## src/rtl/core/ckim_pkg.sv

```systemverilog
// Shared types and constants for the colour key to index mapper.
package ckim_pkg;

  localparam int COLOUR_W = 24;
  localparam int IDX_W    = 9;
  localparam int STATUS_W = 3;

  typedef enum logic [1:0] {
    CMD_ADD   = 2'd0,
    CMD_LOCK  = 2'd1,
    CMD_PIXEL = 2'd2,
    CMD_NONE  = 2'd3
  } cmd_t;

  typedef enum logic [STATUS_W-1:0] {
    STAT_OK        = 3'd0,
    STAT_LOCKED    = 3'd1,
    STAT_NOTLOCKED = 3'd2,
    STAT_FULL      = 3'd3,
    STAT_BADCOLOUR = 3'd4,
    STAT_DUPLICATE = 3'd5,
    STAT_UNKNOWN   = 3'd6
  } status_t;

  typedef enum logic [1:0] {
    S_IDLE,
    S_SCAN,
    S_FINISH,
    S_CLEAR
  } state_t;

  typedef struct packed {
    logic start;
    logic scan;
    logic finish;
    logic clear;
  } ctrl_cmd_t;

  typedef struct packed {
    logic scan_done;
    logic need_clear;
    logic clear_done;
  } dp_status_t;

endpackage

```

## src/rtl/core/ckim_ctrl.sv

```systemverilog
// Control state machine: accept, key scan, result write-back, seen clear.
module ckim_ctrl (
  input  logic                   clk,
  input  logic                   rst,
  input  logic                   in_valid,
  output logic                   in_stall,
  output logic                   out_valid,
  input  logic                   out_stall,
  output ckim_pkg::ctrl_cmd_t    cmd,
  input  ckim_pkg::dp_status_t   sts
);
  import ckim_pkg::*;

  state_t state, state_next;
  logic   out_free;

  assign out_free = !out_valid || !out_stall;

  always_ff @(posedge clk) begin
    if (rst) begin
      state     <= S_IDLE;
      out_valid <= 1'b0;
    end else begin
      state <= state_next;
      if (cmd.finish) begin
        out_valid <= 1'b1;
      end else if (!out_stall) begin
        out_valid <= 1'b0;
      end
    end
  end

  always_comb begin
    state_next = state;
    cmd        = '0;
    in_stall   = 1'b1;
    unique case (state)
      S_IDLE: begin
        in_stall = 1'b0;
        if (in_valid) begin
          cmd.start  = 1'b1;
          state_next = S_SCAN;
        end
      end
      S_SCAN: begin
        cmd.scan = 1'b1;
        if (sts.scan_done) begin
          state_next = S_FINISH;
        end
      end
      S_FINISH: begin
        if (out_free) begin
          cmd.finish = 1'b1;
          if (sts.need_clear) begin
            state_next = S_CLEAR;
          end else begin
            state_next = S_IDLE;
          end
        end
      end
      S_CLEAR: begin
        cmd.clear = 1'b1;
        if (sts.clear_done) begin
          state_next = S_IDLE;
        end
      end
      default: begin
        state_next = S_IDLE;
      end
    endcase
  end

endmodule

```

## config.mk

```make
export PLATFORM = sky130hd
export DESIGN_NAME = ckim_ctrl
export DESIGN_NICKNAME = d
export VERILOG_FILES = /design/src/rtl/core/ckim_pkg.sv /design/src/rtl/core/ckim_ctrl.sv
export SDC_FILE = /design/constraint.sdc
export NUM_CORES = 1
export LEC_CHECK = 0
export BUFFER_PORTS_ARGS = -buffer_cell sky130_fd_sc_hd__clkbuf_2
export CORE_AREA = 5 5 42 44
export CTS_CLUSTER_SIZE = 14
export DETAILED_ROUTE_END_ITERATION = 8
export DIE_AREA = 0 0 47 49
export GPL_ROUTABILITY_DRIVEN = 1
export PLACE_DENSITY = 0.44
export SETUP_SLACK_MARGIN = 0.05
export SLEW_MARGIN = 40
export SYNTH_ARGS = -nofsm -noshare
export SYNTH_HDL_FRONTEND = slang
export SYNTH_SLANG_ARGS = --single-unit
```

## constraint.sdc

```tcl
create_clock -name clk -period 3.2 [get_ports clk]
set_input_delay 0.16 -clock clk [delete_from_list [all_inputs] [get_ports clk]]
set_output_delay 0.16 -clock clk [all_outputs]
set_load 0.05 [all_outputs]
```

== Word-level counts from Yosys, hierarchy flattened ==
Index checks and enable logic that the tools add are counted.

* Equal/unequal tests: 8
* Multiplexer cells: 15
* Reductions and logical operators: 5

{| class="wikitable"
|+ Operator list
! operator !! count
|-
| $mux W2 || 5
|-
| $mux W1 || 9
|-
| $ne A2 B2 Y1 const B || 4
|-
| $pmux W2 S4 || 1
|-
| $eq A2 B2 Y1 const B || 2
|-
| $reduce_and A4 Y1 || 1
|-
| $eq A2 B1 Y1 const B || 1
|-
| $logic_not A1 Y1 || 2
|-
| $logic_not A2 Y1 || 1
|-
| $ne A2 B1 Y1 const B || 1
|-
| $logic_or A1 B1 Y1 || 1
|}

* Output and inout port bits: 6
* Input port bits: 7
* Bits in registers: 3
* Logic and storage cells: 30

== Depth between registers and ports, before layout ==
Gate-level depths: netlist of run 1.

* Depth after elaboration: 5
* Mapped depth: 3
* Gate-level depth less buffers: 3

== Worst setup path after synthesis of run 1 ==
OpenSTA, ideal clock, no wires.

* Kind: flip-flop to output port
* From: register state[1]
* To: output port cmd[3] (netlist name)
* Path slack: 1.553 ns
* Data arrival time: 1.487 ns
* Cell stages (with the launch flop): 3
* Data required time: 3.040 ns
* Path buffers: 0
* Cell sequence: dfxtp_1 > or2_2 > nor2_1

{| class="wikitable"
|+ RTL lines
! what !! line !! text
|-
| from (decl) || ckim_ctrl.sv:14 || <nowiki>state_t state, state_next;</nowiki>
|-
| from (signal assigned) || ckim_ctrl.sv:24 || <nowiki>state <= state_next;</nowiki>
|-
| to (decl) || ckim_ctrl.sv:9 || <nowiki>output ckim_pkg::ctrl_cmd_t cmd,</nowiki>
|}

==> impl_summary.md, run 1 <==
Run status
The flow ran to the end, and the final reports show no timing, DRC or antenna violations.

Synthesis
The number of unique standard cell types used by synthesis is 14. In this run the mean area of a mapped cell was 8.884 µm². The mux cell area share after synthesis is 8.451%. The cell count after synthesis is 20.

The Yosys step of the flow raised 0 warnings. The simple-gate area share of the yosys netlist is 25.35%. The main combinational cell family by area after synthesis is compound AO/OA/AOI/OAI gates. The synthesized netlist devotes 28.17% of its cell area to compound gates. The net count after synthesis is 27.

The share of synthesized cell area in full adder, half adder and majority cells is 0%. Summing every instance area after synthesis gives 177.7 µm². The part of the Yosys area used for sequential elements is 33.80%. Counting flops and latches in the post-synthesis netlist gives 3. The synthesized netlist devotes 0% of its cell area to XOR and XNOR gates.

Worst setup path
The largest single stage delay on the critical path is 0.36 ns. The cell type group with the largest total delay on the critical path is simple AND/OR/NAND/NOR gates. The critical path in this run is classified as reg -> out. The worst path required time is 3.04 ns. The number of buffers and inverters on the critical path is 1.

The signal on the critical path passes through or2_2, nor2_1, clkbuf_2. Data on the critical path arrives at its endpoint at 1.29 ns. STA classifies the critical path endpoint as an output pin. The standard cell with the maximum stage delay on the critical path is dfxtp_1. In this run the worst path has a maximum fanout of 8. The worst setup path is launched from a register.

Floorplanning
The overall die area is 2303 µm². In this run the vertical extent of the chip is 49 µm. The die is 47 µm wide. After floorplanning, the core was divided into 14 placement rows. The floorplan core area is 1401 µm².

For this configuration, the core starts out at a cell density of 12.68%. The number of top-level pins is 13.

Timing
The final sum of negative setup slack is 0 ns. The max-slew violation count is 0. The number of hold violations in the final report came to 0. Dividing the final minimum period by the clock period gives 45.44%. The shortest clock period the worst path allows after layout is 1.454 ns. The relative max-transition margin is 81.42%.

Setup violations remaining at the end of the flow were counted as 0. Setup repair after global routing left no endpoint under its margin. The clock tree skew after final layout is 0.004312 ns.

The slew at the pin closest to its max-slew limit is 0.2799 ns. The least setup slack across all paths after layout is 1.746 ns. Based on the critical path, the design can be clocked at up to 0.6878 GHz.

Clock network
The number of hold buffers added after CTS was 0. In this run the number of H-tree levels came out at 1. The clock passes through at most 2 buffers. CTS saw 3 sinks. The number of gates given a new drive strength after cts is 0.

The tree is rooted in a clkbuf_4. The source-to-sink clock delay at the later pin of the worst-skew pair is 0.23 ns. TritonCTS created 3 clock buffers. Clock-pin slew was measured on the worst setup and hold paths at 0.04 ns. The TritonCTS clock tree is built. The setup fix buffers added after clock tree synthesis is 0.

Global routing
The first global-routing pass estimated 676 µm of wire. In the global route stage, overall resource usage came out at 4.149%. The remaining global-route overflow is 0.

The via count of the first global-routing pass is 177. The number of antenna violations at the first check in global routing is 0. The largest net degree at the start of global routing is 9.

Final layout
The total of fill cells in the finished design is 168. Leaving out fill and tap cells, the most frequent cells in the layout are clkbuf_2, a21oi_1, clkbuf_4, dfxtp_1, inv_1. From synthesis to final layout, the design area changed by 59.86%. 0 antenna diodes ended up in the layout. Leaving out fill and tap cells, the most frequent cell in the layout is clkbuf_2.

The fraction of layout instances using a drive strength above 1 is 52.78%. Leaving out filler cells and counting taps, the final layout contains 52. After the last flow step, the layout net total stands at 44.

Placement
The congestion estimate from routability-driven global placement came to 0.6333. The number of placed instances, taps included, is 48. The worst setup slack after placement is 1.987 ns. The number of port buffers is 12.

Routing
The vias per cell is 3.712. The DRC violations left is 0. The mean routed wirelength per cell is 8.385 µm. The first TritonRoute pass finished after 4 iterations.

The final layout contains routed wiring with a total length of 436 µm. The first routing iteration left 2 violations. In this run the remaining antenna-violating nets after routing total 0.

For this block, the via count after detailed routing is 193.

Power
Dividing total power by cell area gives a power density of 571.7 nW/µm². The leakage power total is 0.1327 nW. The worst ir drop on vdd is 0.0002487 V.

Worst hold path
The min-delay analysis places its worst path in the category in -> reg.

Run
The count of maximum capacitance violations is 0.
## metrics by stage
| stage | hold WS, ns | util [%] | total power (W) | cell area (µm²) |
|---|---|---|---|---|
| detailed placement | 0.3785 | 18.39 | 0.00009774 | 257.7 |
| global route | 0.1431 | 20.27 | 0.0001727 | 284.0 |
| CTS | 0.1275 | 20.27 | 0.0001663 | 284.0 |
| global placement | 0.3807 | 18.39 | 0.00009772 | 257.7 |
| finish | 0.1312 | 20.27 | 0.0001624 | 284.0 |
| floorplan | 0.2262 | - | 0.00008403 | 177.7 |
## path summary, 6_finish.rpt
| path | from | endpoint | slack, ns | cells after the start |
|---|---|---|---|---|
| hold reg to reg | out_valid | out_valid | 0.51 | 2 |
| hold / removal | sts[0] | state[1] | 0.13 | 2 |
| setup / recovery | state[1] | cmd[3] | 1.75 | 3 |
| setup reg to reg | state[1] | state[0] | 2.09 | 2 |
## final cells by class
cell class                 instances  area (µm²)  share of cell area (%)
multi-input combinational         15       110.1                   38.77
tap                               16       20.02                   7.048
clock buffer                       4       26.28                   9.251
sequential                         3       60.06                   21.15
inverter                           2       7.507                   2.643
timing repair buffer              12       60.06                   21.15
## power breakdown
part,switching (W),leakage (nW),internal (W),total [W]
sequential,0.00000452,0.0247,0.0000408,0.0000453
clock,0.0000193,0.0150,0.0000467,0.0000659
combinational,0.0000353,0.0930,0.0000158,0.0000511
total,0.0000591,0.133,0.000103,0.000162
## per-layer routing
metal  up-vias  wire (µm)  GRT usage [%]
li1        104          -              -
met1        82        145          3.939
met5         -          0              0
met4         0          0              0
met2         7        244          6.561
met3         0         45          4.428
## state kept, by name, indices dropped and copies added (netlist names)
signal and count:
out_valid 1, state 2
## logic make-up (layout without fill, tap and decap cells)
logic type	Yosys count	after routing
flops	3	3
mux	1	1
buf+inv	2	18
compound gates	6	6
simple gates	8	8
## cell usage after synthesis
master,number,area share [%]
nor3b_1,1,4.2
nor2_1,1,2.1
nand2b_1,1,3.5
a221oi_2,1,8.4
a21oi_1,4,11
nand2_1,1,2.1
nand3_1,1,2.8
and2_1,1,3.5
or2_2,1,3.5
nor2b_1,1,3.5
a2111oi_2,1,8.4
mux2_4,1,8.4
dfxtp_1,3,34
inv_1,2,4.2
No activity file was read; power rests on OpenSTA's default activity.
==> inputs of run 2 (changes only) <==
- ABC_AREA: default -> 1
- PLACE_DENSITY: 0.44 -> 0.48
- clock period: 3.2 -> 1.31 ns (I/O delays scaled with it)
==> impl_summary.md, run 2 <==
Synthesis
The cell count after synthesis is 36. Multiplexer cells account for 0% of the synthesized area. By area, the combinational part of the netlist is dominated by simple AND/OR/NAND/NOR gates. The share of synthesized cell area in full adder, half adder and majority cells is 0%.

The top cell type by total area after synthesis is dfxtp_1. Averaged over all synthesized cells, the footprint is 5.943 µm². Synthesis instantiated 10 different standard cells from the library.

Synthesis inferred 3 register bits. The most used flip-flop cell after synthesis is dfxtp_1. The number of enable flip-flop cells after synthesis is 0.

The net count after synthesis is 43. The area fraction of the dominant cell type after synthesis is 28.07%. Sorting the synthesized cells by area gives the leading types as dfxtp_1, inv_1, nand2_1, a21oi_1, nand3_1. The part of the Yosys area used for sequential elements is 28.07%.

The synthesized netlist devotes 0% of its cell area to XOR and XNOR gates. The simple-gate area share of the yosys netlist is 43.27%. The most instantiated library cell after synthesis is inv_1.

The area of the mapped netlist is 214.0 µm². The warning count from the yosys run is 0. Summing the areas of all compound-gate instances in the mapped netlist gives 9.357% of the synthesized area. Of all flip-flops after synthesis, the portion carrying an async set or reset was 0%. Counting instances in the post-synthesis netlist gives the leading cell types as inv_1, nand2_1, a21oi_1, nand3_1.

Power
The clock network burns 26.0% of the power. The internal power of the cells totals 0.0003240 W. The combinational power share is 52.3%. The net switching power figure is 0.0003186 W.

The worst ir drop on vdd is 0.0006130 V. Of the total power, registers draw 21.7%. The analysis attributes to cell leakage a power of 0.2119 nW. The power per cell area is 1854 nW/µm². Of the total power, the share spent switching nets is 49.59%.

Floorplanning
The starting density of the core is 15.27%. From bottom edge to top edge, the die measures 49 µm. The floorplan has 14 rows. During I/O placement, the number of pins put on the boundary was 13.

The floorplan step set the die width to 47 µm. The overall die area is 2303 µm². The floorplan core area is 1401 µm².

Clock network
In this run the number of H-tree levels came out at 1. The TritonCTS clock tree is built. The source-to-sink clock delay at the later pin of the worst-skew pair is 0.24 ns. The root buffer cell is clkbuf_4. Post-CTS timing repair inserted 0 buffers for setup.

The number of buffers created by CTS is 3. The clock-pin slew on the worst setup and hold paths is 0.04 ns. Counting along the longest clock path gives a buffer depth of 2. The clock net in this run drives a total of 3 sinks.

Worst hold path
The number of instances on the worst hold path is 3. In this run the most critical hold path is launched from out_stall. The worst min-delay path endpoint is out_valid.

The path class of the tightest hold or removal check is in -> reg.

Run status
The flow ran to the end, and the final reports show no timing, DRC or antenna violations.

Final layout
The largest registers in the layout are state (2), out_valid (1). 0 antenna diodes ended up in the layout. The most flop-heavy register is state. In the layout the commonest cells are inv_1, clkbuf_2, nand2_1. The area growth from synthesis to layout is 61.99%. The net count of the finished layout is 61. The fraction of layout instances using a drive strength above 1 is 49.06%.

The register with the most flip-flops in the layout has 2 of them.

Placement
The number of port buffers is 12. Summed over all nets, the half-perimeter wirelength after detailed placement is 413.1 µm. At the end of routability-driven placement, the weighted congestion stood at 0.6205.

Global routing
The via count of the first global-routing pass is 236. The number of antenna violations at the first check in global routing is 0. The remaining global-route overflow is 0. The largest net degree at the start of global routing is 7. The first-pass GRT wire length is 834 µm. Across every metal layer, demand over resource in global routing totals 5.278%.

Worst setup path
The number of cells on the worst reg-to-reg path is 5. The nature of the critical path startpoint is a register. The launch instance of the worst register-to-register path is state[0].

The kind of critical path is reg -> out. For the worst setup path, the data arrival time is 1.11 ns. In this run the register-to-register setup slack is 0.42 ns. The worst path required time is 1.24 ns. The largest fanout of any net on the critical path is 4. In this run the critical register-to-register path is captured at state[0]. The critical path launch point is state[1]. The kind of end point of the critical path is an output pin.

Timing
The clock tree skew after final layout is 0.003426 ns. For this run, the top clock speed supported by timing is 0.8543 GHz. The final-report setup violation count is 0.

The relative max-transition margin is 81.57%. The final sum of negative setup slack is 0 ns. The shortest clock period the worst path allows after layout is 1.171 ns.

The number of hold violations in the final report is 0. Setup repair after global routing could not meet its margin everywhere. The period utilization is 89.36%.

The max-slew violation count is 0. Hold timing on the final database bottoms out at a slack of 0.08147 ns. At the pin with the least slew margin, the transition time is 0.2776 ns.

Routing
The DRC violations left is 0. In this run the remaining antenna-violating nets after routing total 0. Using the TritonRoute via totals, the vias-per-cell ratio works out to 3.710. After the first detailed-routing iteration, the DRC count stood at 0.

After detailed routing, the total wire length is 488 µm. The number of vias in the routed layout is 256. The mean routed wirelength per cell is 7.072 µm. The number of detailed-route iterations in the first pass is 1.

Run
The count of maximum capacitance violations is 0.
## run 2: cell types whose count changed after synthesis, sizes merged, moves of 3 or more
cell,change
inv,+9
nand2,+8
nor2,+4
nand3,+3
## run 2: power groups by stage
stage                     logic, W  registers, W  clock network (W)
after global routing      0.000368      0.000145           0.000190
final                     0.000336      0.000139           0.000167
after floorplan           0.000247      0.000151                  0
after CTS                 0.000333      0.000137           0.000175
after global placement    0.000325      0.000139                  0
after detailed placement  0.000324      0.000138                  0
## run 2: worst max-delay path: stages, from the launching register on
cell and delay [ns]:
dfxtp_2 0.35, inv_2 0.06, nor2_4 0.11, inv_1 0.08, nor2_2 0.07, buf_4 0.19
## run 2: what timing repair did
item / 4_1_cts / 5_1_grt
hold buffers: 1 / 0
pin swaps: 0 / 1
hold endpoints to repair: 1 / 0
resized for setup: 2 / 5
endpoints found under the setup margin: 2 / 4
## run 2: area by class of cell
cell class	instances	area (µm²)
Fill cell	165	1055
Multi-Input combinational cell	22	117.6
Timing Repair Buffer	13	78.83
Sequential cell	3	62.56
Inverter	11	41.29
Clock buffer	4	26.28
Tap cell	16	20.02
## run 2: routing by layer
layer  part of all wire (%)  vias to the layer above  global-route usage [%]
met2                     42                       11                   7.014
met5                      0                        -                       0
li1                       -                      140                       -
met1                     43                      105                   5.702
met3                     15                        0                   6.642
met4                      0                        0                       0
## run 2: cell families (layout without fill, tap and decap cells)
logic type,after synthesis,count (layout)
buf+inv,11,28
flops,3,3
compound gates,4,4
simple gates,18,18
## run 2: worst max-delay path by stage
stage | to | slack (ns) | cells after the start
finish | cmd[1] | 0.14 | 5
global route | cmd[1] | 0.05 | 5
CTS | cmd[1] | 0.04 | 5
detailed placement | cmd[1] | 0.26 | 5
global placement | cmd[1] | 0.26 | 5
floorplan | cmd[3] | 0.02 | 3
## run 2: per-stage QoR
step | setup WS, ns | area [µm²] | std cells | total power (W) | util [%]
finish | 0.1394 | 346.6 | 69 | 0.0006426 | 24.73
global route | 0.04940 | 346.6 | 69 | 0.0007017 | 24.73
CTS | 0.04221 | 340.3 | 69 | 0.0006451 | 24.29
detailed placement | 0.2562 | 299.0 | 64 | 0.0004617 | 21.34
global placement | 0.2558 | 299.0 | 64 | 0.0004636 | 21.34
floorplan | 0.01874 | 219.0 | 36 | 0.0003974 | -
==> inputs of run 3 (changes only) <==
- PLACE_DENSITY: 0.48 -> 0.47
- RECOVER_POWER: default -> 50
- clock period: 1.31 -> 1.2 ns (I/O delays scaled with it)
==> impl_summary.md, run 3 (synthesis gave the netlist of run 2 again) <==
Worst hold path
In this run the most critical hold path is launched from out_stall. The class of the tightest hold or removal check is in -> reg.

Timing
The shortest clock period the worst path allows after layout is 1.171 ns. Setup repair after global routing could not meet its margin everywhere. The max-slew violation count is 0. The maximum clock frequency is 0.8539 GHz. The slew at the pin closest to its max-slew limit is 0.2758 ns. The final-report setup violation count is 0. Of the available clock period, the critical path in the final layout requires 97.59%. Measured against its own limit, the worst slew margin works out to 81.69%. Across the routed clock network, the largest skew measured is 0.002970 ns. The number of hold violations in the final report is 0.

Final layout
The register with the most flip-flops in the layout has 2 of them. For this run, the share of the core covered by cells in the final layout is 28.75%. The final-stage net count is 64. The area growth from synthesis to layout is 88.30%. The cell area after layout is 402.9 µm².

The largest registers in the layout are state (2), out_valid (1). The total of fill cells in the finished design is 166. The number of inserted diodes is 0.

The fraction of layout instances using a drive strength above 1 is 55.36%. The library cells used most frequently in the layout, excluding fill and tap cells, are inv_1, clkbuf_2, nand2_1. state holds more flip-flops than any other register.

Floorplanning
The overall die area is 2303 µm². The total area inside the core boundary comes to 1401 µm². The number of top-level pins is 13.

The floorplan row count is 14. The floorplan step set the die width to 47 µm. The y dimension of the die is 49 µm. Once the floorplan was initialized, standard cells occupied 15.27% of the core.

Global routing
The total routing usage reported by global routing is 5.771%. The first-pass GRT wire length is 869 µm. Global routing finished with a remaining overflow of 0.

Entering global routing, the biggest net connects 7 pins. The via count of the first global-routing pass is 237. The number of antenna violations at the first check in global routing is 0.

Run
Across the run, the number of max-cap violations was 0.

Worst setup path
The signal arrival time at the worst endpoint is 1.11 ns. The biggest cell delay along the critical path is 0.37 ns. The worst path required time is 1.14 ns. The most numerous cell on the critical path is nor2_4. On the critical path, the stage with the largest delay is an instance of dfxtp_4. Together, buffers and inverters on the worst path number 3.

STA classifies the critical path startpoint as a register. The kind of end point of the critical path is an output pin. The worst register-to-register path begins at state[1]. The cell type group with the largest total delay on the critical path is flip-flops. The critical path starts at state[1]. Along the worst path, the maximum fanout reaches 4. The kind of critical path is reg -> out.

The critical path goes through inv_4, nor2_4, inv_2, nor2_4, buf_8.

Placement
The congestion estimate from routability-driven global placement came to 0.6883. The cell area reported after detailed placement is 304.0 µm². The post-DP HPWL is 401 µm. The number of port buffers is 12.

Routing
The count of routing violations after the opening detailed-route iteration is 3. The DRC violations left is 0. The number of antenna-violating nets in the routed design is 0.

Detailed routing inserted a total of 259 vias. The final layout contains routed wiring with a total length of 527 µm. The vias per cell is 3.597.

In the final routed layout, each cell accounts on average for 7.319 µm. The first detailed-routing pass ran for 2 iterations.

Power
VDD sags by at most 0.0006545 V. The leakage power total is 0.2315 nW. The power per cell area is 1971 nW/µm².

Run status
The run finished with clean final reports.

Clock network
The number of buffers on the longest clock path is 2. The source-to-sink clock delay at the later pin of the worst-skew pair is 0.23 ns. CTS placed an instance of clkbuf_4 at the clock tree root.

CTS saw 3 sinks. The TritonCTS clock tree is built. The total number of H-tree levels is 1. Counting the buffers created by CTS gives 3.

The clock-pin slew on the worst setup and hold paths is 0.04 ns.
## run 3: power breakdown
part           switching [W]  leakage, nW  internal (W)
combinational       0.000285        0.191      0.000164
clock              0.0000566       0.0150      0.000125
sequential         0.0000361       0.0257      0.000127
## run 3: final cells by class
cell class / instances / area (µm²) / area share [%]
tap: 16 / 20.02 / 4.969
clock buffer: 4 / 26.28 / 6.522
timing repair buffer: 16 / 115.1 / 28.57
sequential: 3 / 65.06 / 16.15
multi-input combinational: 22 / 132.6 / 32.92
inverter: 11 / 43.79 / 10.87
## run 3: timing repair
action,in CTS,in global routing
pin swaps,0,2
cloned,0,0
setup buffers,0,3
hold buffers,1,0
gates resized for setup,7,9
setup endpoints to repair,5,4
hold endpoints to repair,1,0
## run 3: worst min-delay path: stages
cell,delay (ns)
clkbuf_2,0.08
nand2_1,0.07
a21oi_1,0.06
## run 3: worst paths after layout
check | endpoint | slack [ns] | cells after the start
min | out_valid | 0.08 | 3
min reg2reg | out_valid | 0.48 | 2
max reg2reg | state[0] | 0.18 | 7
max | cmd[1] | 0.03 | 5
## run 3: metrics by stage
step	worst slack [ns]	instances	power, W	setup TNS, ns	hold WS, ns
6_report	0.02896	72	0.0007941	0	0.07948
5_1_grt	-0.03428	72	0.0008551	-0.03428	0.08917
4_1_cts	0.009262	69	0.0007416	0	0.07749
3_5_place_dp	0.1442	64	0.0005116	0	0.2434
3_3_place_gp	0.1285	64	0.0005127	0	0.2391
2_1_floorplan	0.03684	36	0.0004409	0	0.1291
## run 3: layer usage
layer / vias up / part of all wire, % / GRT usage [%]
met4: 0 / 0 / 6.912
met2: 8 / 47 / 6.787
li1: 145 / - / -
met1: 106 / 43 / 6.140
met3: 0 / 9.5 / 3.321
met5: - / 0 / 0
